$ cat config.mk
export PLATFORM = sky130hd
export DESIGN_NAME = lru_key_value_cache
export DESIGN_NICKNAME = d
export VERILOG_FILES = /design/src/rtl/lkvc_pkg.sv /design/src/rtl/lru_key_value_cache.sv /design/src/rtl/lkvc_ctrl.sv /design/src/rtl/lkvc_datapath.sv
export SDC_FILE = /design/constraint.sdc
export NUM_CORES = 2
export LEC_CHECK = 0
export BUFFER_PORTS_ARGS = -buffer_cell sky130_fd_sc_hd__buf_2
export CAP_MARGIN = 20
export CORE_ASPECT_RATIO = 1.5
export CORE_MARGIN = 2
export CORE_UTILIZATION = 55
export DETAILED_ROUTE_END_ITERATION = 8
export GPL_ROUTABILITY_DRIVEN = 0
export PLACE_DENSITY = 0.71
export SLEW_MARGIN = 5
export SYNTH_ARGS = -nofsm -noshare
export SYNTH_HDL_FRONTEND = slang
export SYNTH_SLANG_ARGS = --single-unit
$ cat constraint.sdc
create_clock -name clk -period 11.91 [get_ports clk]
set_clock_uncertainty 0.05 [all_clocks]
set_input_delay 2.382 -clock clk [delete_from_list [all_inputs] [get_ports clk]]
set_output_delay 2.382 -clock clk [all_outputs]
set_load 0.02 [all_outputs]
$ cat src/rtl/lkvc_pkg.sv
`timescale 1ns / 1ps

package lkvc_pkg;

  localparam int KEY_W   = 32;
  localparam int VALUE_W = 32;
  localparam int STAMP_W = 32;
  localparam int CFG_W   = 5;

  localparam logic [CFG_W-1:0] ENTRIES_IN_USE_RESET = 5'd16;

  localparam logic OP_INSERT = 1'b0;
  localparam logic OP_LOOKUP = 1'b1;

  typedef struct packed {
    logic load;   // latch the transaction, clear scan state
    logic scan;   // issue/evaluate one entry per cycle
    logic write;  // write-back and result
  } ctrl_cmd_t;

  typedef struct packed {
    logic scan_done;
  } dp_status_t;

endpackage

$ cat src/rtl/lru_key_value_cache.sv
`timescale 1ns / 1ps

// Fully associative key/value cache with LRU replacement. A transaction is
// taken when start is high and busy is low; busy then stays high through
// the scan, which reads one entry per cycle of the clamped entries_in_use
// through the single read port of the entry memory, and the write-back
// state that follows it. A lookup
// produces its result on hit/found_value for exactly one cycle, flagged by
// result_valid, in the first cycle with busy low; the receiver cannot stall
// it, so it must take the result in that cycle. Inserts produce no result.
// Write entries_in_use only while the block is idle.
module lru_key_value_cache #(
  parameter int ENTRIES = 16
) (
  input  logic                                clk,
  input  logic                                rst,
  input  logic                                start,
  output logic                                busy,
  input  logic                                op,
  input  logic [lkvc_pkg::KEY_W-1:0]          key,
  input  logic signed [lkvc_pkg::VALUE_W-1:0] value,
  input  logic                                cfg_valid,
  output logic                                cfg_ready,
  input  logic [lkvc_pkg::CFG_W-1:0]          cfg_data,
  output logic                                result_valid,
  output logic                                hit,
  output logic signed [lkvc_pkg::VALUE_W-1:0] found_value
);

  lkvc_pkg::ctrl_cmd_t  cmd;
  lkvc_pkg::dp_status_t status;

  assign cfg_ready = 1'b1;

  lkvc_ctrl u_ctrl (
    .clk    (clk),
    .rst    (rst),
    .start  (start),
    .busy   (busy),
    .status (status),
    .cmd    (cmd)
  );

  lkvc_datapath #(
    .ENTRIES (ENTRIES)
  ) u_datapath (
    .clk          (clk),
    .rst          (rst),
    .cmd          (cmd),
    .status       (status),
    .op           (op),
    .key          (key),
    .value        (value),
    .cfg_we       (cfg_valid & cfg_ready),
    .cfg_data     (cfg_data),
    .result_valid (result_valid),
    .hit          (hit),
    .found_value  (found_value)
  );

endmodule

$ cat src/rtl/lkvc_ctrl.sv
`timescale 1ns / 1ps

module lkvc_ctrl (
  input  logic                  clk,
  input  logic                  rst,
  input  logic                  start,
  output logic                  busy,
  input  lkvc_pkg::dp_status_t  status,
  output lkvc_pkg::ctrl_cmd_t   cmd
);

  localparam logic [1:0] ST_IDLE  = 2'd0;
  localparam logic [1:0] ST_SCAN  = 2'd1;
  localparam logic [1:0] ST_WRITE = 2'd2;

  logic [1:0] state;
  logic [1:0] state_next;

  always_ff @(posedge clk) begin
    if (rst) begin
      state <= ST_IDLE;
    end else begin
      state <= state_next;
    end
  end

  always_comb begin
    state_next = state;
    cmd        = '0;
    case (state)
      ST_IDLE: begin
        if (start) begin
          cmd.load   = 1'b1;
          state_next = ST_SCAN;
        end
      end
      ST_SCAN: begin
        cmd.scan = 1'b1;
        if (status.scan_done) begin
          state_next = ST_WRITE;
        end
      end
      ST_WRITE: begin
        cmd.write  = 1'b1;
        state_next = ST_IDLE;
      end
      default: begin
        state_next = ST_IDLE;
      end
    endcase
  end

  assign busy = (state != ST_IDLE);

endmodule

$ cat src/rtl/lkvc_datapath.sv
`timescale 1ns / 1ps

module lkvc_datapath #(
  parameter int ENTRIES = 16
) (
  input  logic                               clk,
  input  logic                               rst,
  input  lkvc_pkg::ctrl_cmd_t                cmd,
  output lkvc_pkg::dp_status_t               status,
  input  logic                               op,
  input  logic [lkvc_pkg::KEY_W-1:0]         key,
  input  logic signed [lkvc_pkg::VALUE_W-1:0] value,
  input  logic                               cfg_we,
  input  logic [lkvc_pkg::CFG_W-1:0]         cfg_data,
  output logic                               result_valid,
  output logic                               hit,
  output logic signed [lkvc_pkg::VALUE_W-1:0] found_value
);

  localparam int IDX_W = (ENTRIES > 1) ? $clog2(ENTRIES) : 1;
  localparam int CNT_W = $clog2(ENTRIES + 1);

  typedef struct packed {
    logic [lkvc_pkg::KEY_W-1:0]   key;
    logic [lkvc_pkg::VALUE_W-1:0] value;
    logic [lkvc_pkg::STAMP_W-1:0] stamp;
  } entry_t;

  entry_t mem [ENTRIES];
  entry_t rd_data;
  entry_t wr_data;
  logic             wr_en;
  logic [IDX_W-1:0] wr_addr;
  logic [IDX_W-1:0] rd_addr;

  logic [ENTRIES-1:0] valid_bits;

  logic [lkvc_pkg::CFG_W-1:0]   entries_in_use;
  logic [CNT_W-1:0]             n_act;
  logic [lkvc_pkg::STAMP_W-1:0] tick;

  // latched transaction
  logic                         op_q;
  logic [lkvc_pkg::KEY_W-1:0]   key_q;
  logic [lkvc_pkg::VALUE_W-1:0] value_q;

  // scan pipeline: issue stage then evaluate stage
  logic [CNT_W-1:0] issue_cnt;
  logic             eval_vld;
  logic [IDX_W-1:0] eval_idx;

  logic                         match_found;
  logic [IDX_W-1:0]             match_idx;
  logic [lkvc_pkg::VALUE_W-1:0] match_value;
  logic                         empty_found;
  logic [IDX_W-1:0]             empty_idx;
  logic                         old_found;
  logic [IDX_W-1:0]             old_idx;
  logic [lkvc_pkg::STAMP_W-1:0] old_stamp;

  // out-of-range counts clamp to 1..ENTRIES
  always_comb begin
    if (entries_in_use == '0) begin
      n_act = CNT_W'(1);
    end else if (32'(entries_in_use) > 32'(ENTRIES)) begin
      n_act = CNT_W'(ENTRIES);
    end else begin
      n_act = CNT_W'(entries_in_use);
    end
  end

  assign rd_addr          = issue_cnt[IDX_W-1:0];
  assign status.scan_done = (issue_cnt == n_act) && !eval_vld;

  always_ff @(posedge clk) begin
    rd_data <= mem[rd_addr];
    if (wr_en) begin
      mem[wr_addr] <= wr_data;
    end
  end

  always_ff @(posedge clk) begin
    if (rst) begin
      entries_in_use <= lkvc_pkg::ENTRIES_IN_USE_RESET;
    end else if (cfg_we) begin
      entries_in_use <= cfg_data;
    end
  end

  always_ff @(posedge clk) begin
    if (rst) begin
      tick <= '0;
    end else if (cmd.load) begin
      tick <= tick + 1'b1;
    end
  end

  always_ff @(posedge clk) begin
    if (cmd.load) begin
      op_q    <= op;
      key_q   <= key;
      value_q <= value;
    end
  end

  always_ff @(posedge clk) begin
    if (rst) begin
      issue_cnt <= '0;
      eval_vld  <= 1'b0;
    end else if (cmd.load) begin
      issue_cnt <= '0;
      eval_vld  <= 1'b0;
    end else if (cmd.scan) begin
      if (issue_cnt < n_act) begin
        issue_cnt <= issue_cnt + 1'b1;
        eval_vld  <= 1'b1;
        eval_idx  <= issue_cnt[IDX_W-1:0];
      end else begin
        eval_vld <= 1'b0;
      end
    end
  end

  always_ff @(posedge clk) begin
    if (cmd.load) begin
      match_found <= 1'b0;
      empty_found <= 1'b0;
      old_found   <= 1'b0;
    end else if (cmd.scan && eval_vld) begin
      if (valid_bits[eval_idx]) begin
        if (!match_found && rd_data.key == key_q) begin
          match_found <= 1'b1;
          match_idx   <= eval_idx;
          match_value <= rd_data.value;
        end
        if (!old_found || rd_data.stamp < old_stamp) begin
          old_found <= 1'b1;
          old_idx   <= eval_idx;
          old_stamp <= rd_data.stamp;
        end
      end else if (!empty_found) begin
        empty_found <= 1'b1;
        empty_idx   <= eval_idx;
      end
    end
  end

  // write-back: a lookup hit only refreshes the stamp
  always_comb begin
    wr_en         = 1'b0;
    wr_addr       = match_idx;
    wr_data.key   = key_q;
    wr_data.value = value_q;
    wr_data.stamp = tick;
    if (cmd.write) begin
      if (op_q == lkvc_pkg::OP_LOOKUP) begin
        wr_en         = match_found;
        wr_data.value = match_value;
      end else begin
        wr_en = 1'b1;
        if (!match_found) begin
          wr_addr = empty_found ? empty_idx : old_idx;
        end
      end
    end
  end

  always_ff @(posedge clk) begin
    if (rst) begin
      valid_bits <= '0;
    end else if (cmd.write && op_q == lkvc_pkg::OP_INSERT && !match_found) begin
      valid_bits[wr_addr] <= 1'b1;
    end
  end

  always_ff @(posedge clk) begin
    if (rst) begin
      result_valid <= 1'b0;
    end else begin
      result_valid <= cmd.write && (op_q == lkvc_pkg::OP_LOOKUP);
    end
  end

  always_ff @(posedge clk) begin
    if (cmd.write) begin
      hit         <= match_found;
      found_value <= match_found ? match_value : '0;
    end
  end

endmodule

## Word level (Yosys, flattened, before mapping)

Memories as Yosys holds them, arrays and structs flattened. A register that Yosys moved wholly into a read port is not among the register bits.
Index checks and enable logic that the tools add are counted.

- Flip-flop bits (word level): 243
- Latch bits: 0
- RAM bits: 1,536
- Bits in read-only memories: 0
- Bits of input ports: 74
- Word-level logic and storage cells: 90
- Memories: 1

Memory list:

| name | words | width | rd ports | clocked after Yosys merged registers in | wr ports | line | text |
|---|---|---|---|---|---|---|---|
| u_datapath.mem | 16 | 96 | 1 | 1 | 1 | lkvc_datapath.sv:29 | `entry_t mem [ENTRIES];` |

- $add $sub $neg: 2
- $mul: 0
- Divide/modulo/power cells: 0
- $lt $le $gt $ge: 6
- Eq/ne operators: 6
- Shift-type cells: 0
- Mux-type cells: 24
- Bitwise operators: 6
- Reduce and logical (&&, ||, !) cells: 24

Operators by type and width:

| kind | number |
|---|---|
| $mux W32 | 2 |
| $add A32 B1 Y32 const B | 1 |
| $eq A32 B32 Y1 | 1 |
| $lt A32 B32 Y1 | 1 |
| $mux W4 | 4 |
| $or A16 B16 Y16 | 1 |
| $reduce_and A4 Y1 | 4 |
| $mux W1 | 11 |
| $lt A4 B5 Y1 const B | 2 |
| $mux W5 | 2 |
| $logic_and A1 B1 Y1 | 7 |
| $reduce_and A2 Y1 | 3 |
| $reduce_and A3 Y1 | 2 |
| $add A5 B1 Y5 const B | 1 |
| $eq A5 B5 Y1 | 1 |
| $gt A5 B5 Y1 const B | 1 |
| $logic_not A5 Y1 | 1 |
| $lt A5 B5 Y1 | 1 |
| $not A1 Y1 | 5 |
| $bmux W1 S4 | 1 |
| $demux W1 S4 | 1 |
| $ge A4 B1 Y1 const B | 1 |
| $mux W2 | 2 |
| $ne A2 B2 Y1 const B | 2 |
| 8 further kinds | 10 |

## Longest topological paths before layout

- Depth in word-level cells: 9
- Depth in mapped cells: 9

## Modules after synthesis

A second synthesis with hierarchy kept.

- Cells, all modules: 2,975
- Area total of the unflattened synthesis: 69,491.6 um2

Modules (own cells, without submodules):

| module | instances | cells each | area each (um2) | sequential area each (um2) |
|---|---|---|---|---|
| lkvc_datapath | 1 | 2,961 | 69,376.5 | 54,652.4 |
| lkvc_ctrl | 1 | 12 | 103.8 | 40.0 |
| lru_key_value_cache | 1 | 2 | 11.3 | 0.0 |

## Worst setup path before layout

OpenSTA, ideal clock, no wires.

- Kind: reg2reg
- From: register u_datapath.match_found
- To: memory u_datapath.mem[15][0] in the netlist's numbering (enable)
- Arrival: 5,604 ps
- Required time: 11,308 ps
- Slack: 5,704 ps
- Stages on the path, launching flop included: 7
- Clock period less this slack: 6,206 ps
- Cell sequence: dfxtp_1 clkbuf_1 nor4b_2 nand2_1 o32ai_1 nand2_1 nor2_1

- Cells in the longest elaborated chain, start to end: 4

RTL lines:

| what | line | text |
|---|---|---|
| from (decl) | lkvc_datapath.sv:52 | `logic match_found;` |
| from (signal assigned) | lkvc_datapath.sv:126 | `match_found <= 1'b0;` |
| from (signal assigned) | lkvc_datapath.sv:132 | `match_found <= 1'b1;` |
| $mux W1 | lkvc_datapath.sv:156 | `if (op_q == lkvc_pkg::OP_LOOKUP) begin` |
| $mux W1 | lkvc_datapath.sv:155 | `if (cmd.write) begin` |
| $mux W1 | lkvc_datapath.sv:77 | `if (wr_en) begin` |
| $mux W1 (not written as such) | lkvc_datapath.sv:78 | `mem[wr_addr] <= wr_data;` |
| to (decl) | lkvc_datapath.sv:29 |  |

Parallel ways exist; a longest one is shown, timed or not.

## Worst setup path in the final report

- From: register u_datapath.match_found
- To: memory u_datapath.mem[1][89] in the netlist's numbering (enable)

The elaborated chain is that of the path after synthesis.

==> impl_metrics.py <==
metrics = {
    "setup_path": {
        "path_buf_inv": 2,
        "path_cells": "nor4b_2 > o32ai_1 > nand2_1 > nor2_4 > buf_4 > buf_4",
        "critPathKind": "register to register",
        "slowest_delay_ns": 0.94,
        "critPathCaptureType": "register",
        "path_delay_family": "simple AND/OR/NAND/NOR gates",
        "crit_arrival_ns": 5.52,
        "crit_path_max_fanout": 45,
        "worst_setup_path_start_kind": "register",
        "crit_top_cell": "buf_4",
        "worstPathRequired_ns": 12.27,
        "slowest_stage": "dfxtp_2",
    },
    "power": {
        "p_per_area_nw_per_um2": 165,
        "leakage_uw": 0.0233,
        "irDropWorstVdd_v": 0.000136,
    },
    "timing": {
        "min_period_ns": 5.16,
        "finalSetupViolCount": 0,
        "tns_ns": 0,
        "hold_viol": 0,
        "setup_ws_ns": 6.75,
        "grt_setup_unrepaired": "no",
        "max_freq_mhz": 194,
        "tightest_slew_ns": 1.08,
        "finalCritPeriodShare": 0.433,
        "slew_viol_final": 0,
        "relSlewSlack": 0.279,
    },
    "final_layout": {
        "nFillCells": 8192,
        "fin_nets": 3303,
        "layout-drive-gt1-share": 0.287,
        "layout_common_cells": "1714 x edfxtp_1, 484 x mux4_2, 163 x clkbuf_16",
        "syn2layout_area_growth_pct": 11.5,
        "final_common_cell": "edfxtp_1",
        "stdcell_count": 4940,
    },
    "outcome": {
        "run_status": "complete, no violations",
    },
    "placed_design": {
        "numPortBuffers": 108,
        "dpl_worst_slack_ns": 6.82,
        "detailed_place_hpwl_um": 72700,
        "dp_cells": 4635,
    },
    "floorplanning": {
        "core-area_um2": 125000,
        "io_pins": 110,
        "die_y_um": 440,
        "fp-row-count": 159,
        "start_util": 0.555,
        "die_area_um2": 129000,
        "dieWidth_um": 294,
    },
    "grt": {
        "antenna_found_initial": 2,
        "grt_max_degree": 110,
        "grt_pass1_wl_um": 216000,
        "grt_usage": 0.230,
        "first_global_vias": 32755,
        "overflow": 0,
    },
    "logic_synthesis": {
        "synth_seq_area_share": 0.786,
        "ys_warn_count": 0,
        "ys.flop_type": "edfxtp_1",
        "syn_area_um2": 69500,
        "async_flop_share": 0,
        "synth_fp_nets": 3109,
        "synth_edf_count": 1714,
        "syn_inst": 2997,
        "synth_cell_types": 54,
        "synth-seq-cells": 1875,
        "syn_avg_cell_area_um2": 23.2,
    },
    "clocking": {
        "cts_resized": 0,
        "htreeDepth": 4,
        "cts_tree": "built",
        "clock-sinks": 1875,
        "post-cts-setup-buffer-count": 0,
        "clk_pin_slew_worst_paths_ns": 0.07,
        "clkLatencyLatePin_ns": 0.79,
        "cts_root_buf": "clkbuf_16",
        "hold_buffers": 0,
        "cts_buffer_depth": 3,
        "cts_buffers": 161,
    },
    "route": {
        "wl_per_cell_um": 29.4,
        "dr_total_vias": 31136,
        "routed_via_density": 6.30,
        "drc": 0,
        "firstDrtPassIters": 5,
        "ant_nets": 0,
        "finalWirelength_um": 145000,
        "drt_iter0_markers": 3380,
    },
    "run": {
        "maxCapViolations": 0,
    },
    "min_path": {
        "worstHoldPathType": "register to register",
    },
}
-- through the flow --
stage	util	hold WS, ns	total power, uW	instance area, um2
after floorplan	-	0.336	7640	69500
after global placement	0.576	0.341	7740	72200
after detailed placement	0.576	0.339	7750	72200
after CTS	0.618	0.353	12900	77500
after global routing	0.619	0.355	13200	77600
final	0.619	0.353	12800	77600
-- sequential cells by signal, summed over array words and instances (netlist names), 2 cells and up --
register                   flops
u_datapath.rd_data            96
u_datapath.match_idx           4
u_datapath.found_value        32
u_datapath.eval_idx            4
u_datapath.valid_bits         16
u_datapath.tick               32
u_datapath.key_q              32
u_datapath.mem              1536
u_datapath.value_q            32
u_datapath.old_stamp          32
u_datapath.issue_cnt           5
u_ctrl.state                   2
u_datapath.match_value        32
u_datapath.empty_idx           4
u_datapath.entries_in_use      5
u_datapath.old_idx             4
-- cell families after synthesis --
kind of cell,Yosys count,synth area share
compound gates,86,0.00779
xor+xnor,54,0.00680
fa+ha+maj,38,0.00684
buf+inv,176,0.0104
flops,1875,0.786
mux,528,0.164
other cells,1,0.0000539
simple gates,239,0.0180
-- final timing paths --
path | to | cells after the start | startpoint | slack [ns]
worst max register to register | u_datapath.mem[1][89]$_DFFE_PP_ | 6 | u_datapath.match_found$_SDFFE_PP0P_ | 6.75
worst max-delay path | u_datapath.mem[1][89]$_DFFE_PP_ | 6 | u_datapath.match_found$_SDFFE_PP0P_ | 6.75
worst min register to register | u_datapath.match_value[13]$_DFFE_PP_ | 0 | u_datapath.rd_data[45]$_DFF_P_ | 0.35
worst min-delay path | u_datapath.match_value[13]$_DFFE_PP_ | 0 | u_datapath.rd_data[45]$_DFF_P_ | 0.35
-- layout make-up --
| class | count | area (um2) | area share |
|---|---|---|---|
| diodes | 1 | 2.50 | 0.0000323 |
| flip-flops and latches | 1875 | 54700 | 0.705 |
| clock buffers | 215 | 4430 | 0.0572 |
| repair buffers | 158 | 1100 | 0.0142 |
| inverters | 49 | 186 | 0.00240 |
| multi-input cells | 946 | 14300 | 0.184 |
| clock inverters | 86 | 825 | 0.0106 |
| well taps | 1610 | 2010 | 0.0260 |
-- cells in the mapped netlist (all sizes together), types with 2 or more instances --
| library cell | n | area (um2) |
|---|---|---|
| nor2b | 2 | 12.5 |
| or2 | 2 | 12.5 |
| buf | 56 | 274 |
| nand2 | 39 | 146 |
| o31ai | 6 | 45.0 |
| clkbuf | 71 | 267 |
| xnor2 | 25 | 219 |
| or3 | 2 | 12.5 |
| nor2 | 80 | 300 |
| a21o | 7 | 52.6 |
| a221oi | 2 | 17.5 |
| ha | 38 | 475 |
| mux4 | 484 | 10900 |
| nand4 | 20 | 140 |
| and4 | 8 | 70.1 |
| o211ai | 6 | 45.0 |
| nand2b | 4 | 25.0 |
| mux2 | 35 | 394 |
| nor4 | 5 | 37.5 |
| a21oi | 43 | 215 |
| nand3 | 16 | 85.1 |
| a31oi | 2 | 12.5 |
| o32ai | 4 | 35.0 |
| mux2i | 9 | 90.1 |
| nor3 | 9 | 45.0 |
| a2111oi | 3 | 26.3 |
| inv | 49 | 184 |
| o41ai | 2 | 17.5 |
| xor2 | 29 | 254 |
| o21ai | 6 | 30.0 |
| dfxtp | 161 | 3220 |
| and2 | 34 | 213 |
| or4 | 11 | 82.6 |
| edfxtp | 1714 | 51500 |
-- routing by layer --
| metal | global-route usage | part of all wire | up-vias |
|---|---|---|---|
| li1 | - | - | 12942 |
| met2 | 0.390 | 0.52 | 1177 |
| met4 | 0.0640 | 0.024 | 2 |
| met1 | 0.316 | 0.40 | 16800 |
| met5 | 0 | 0.000090 | - |
| met3 | 0.0347 | 0.058 | 215 |
-- report_power, final --
| part | leakage [uW] | switching, uW | total [uW] | internal (uW) |
|---|---|---|---|---|
| Sequential | 0.0162 | 57.0 | 7260 | 7200 |
| Clock | 0.00258 | 2290 | 5190 | 2900 |
| Combinational | 0.00460 | 174 | 345 | 171 |
| Total | 0.0233 | 2530 | 12800 | 10300 |
(Power assumes the default switching activity.)
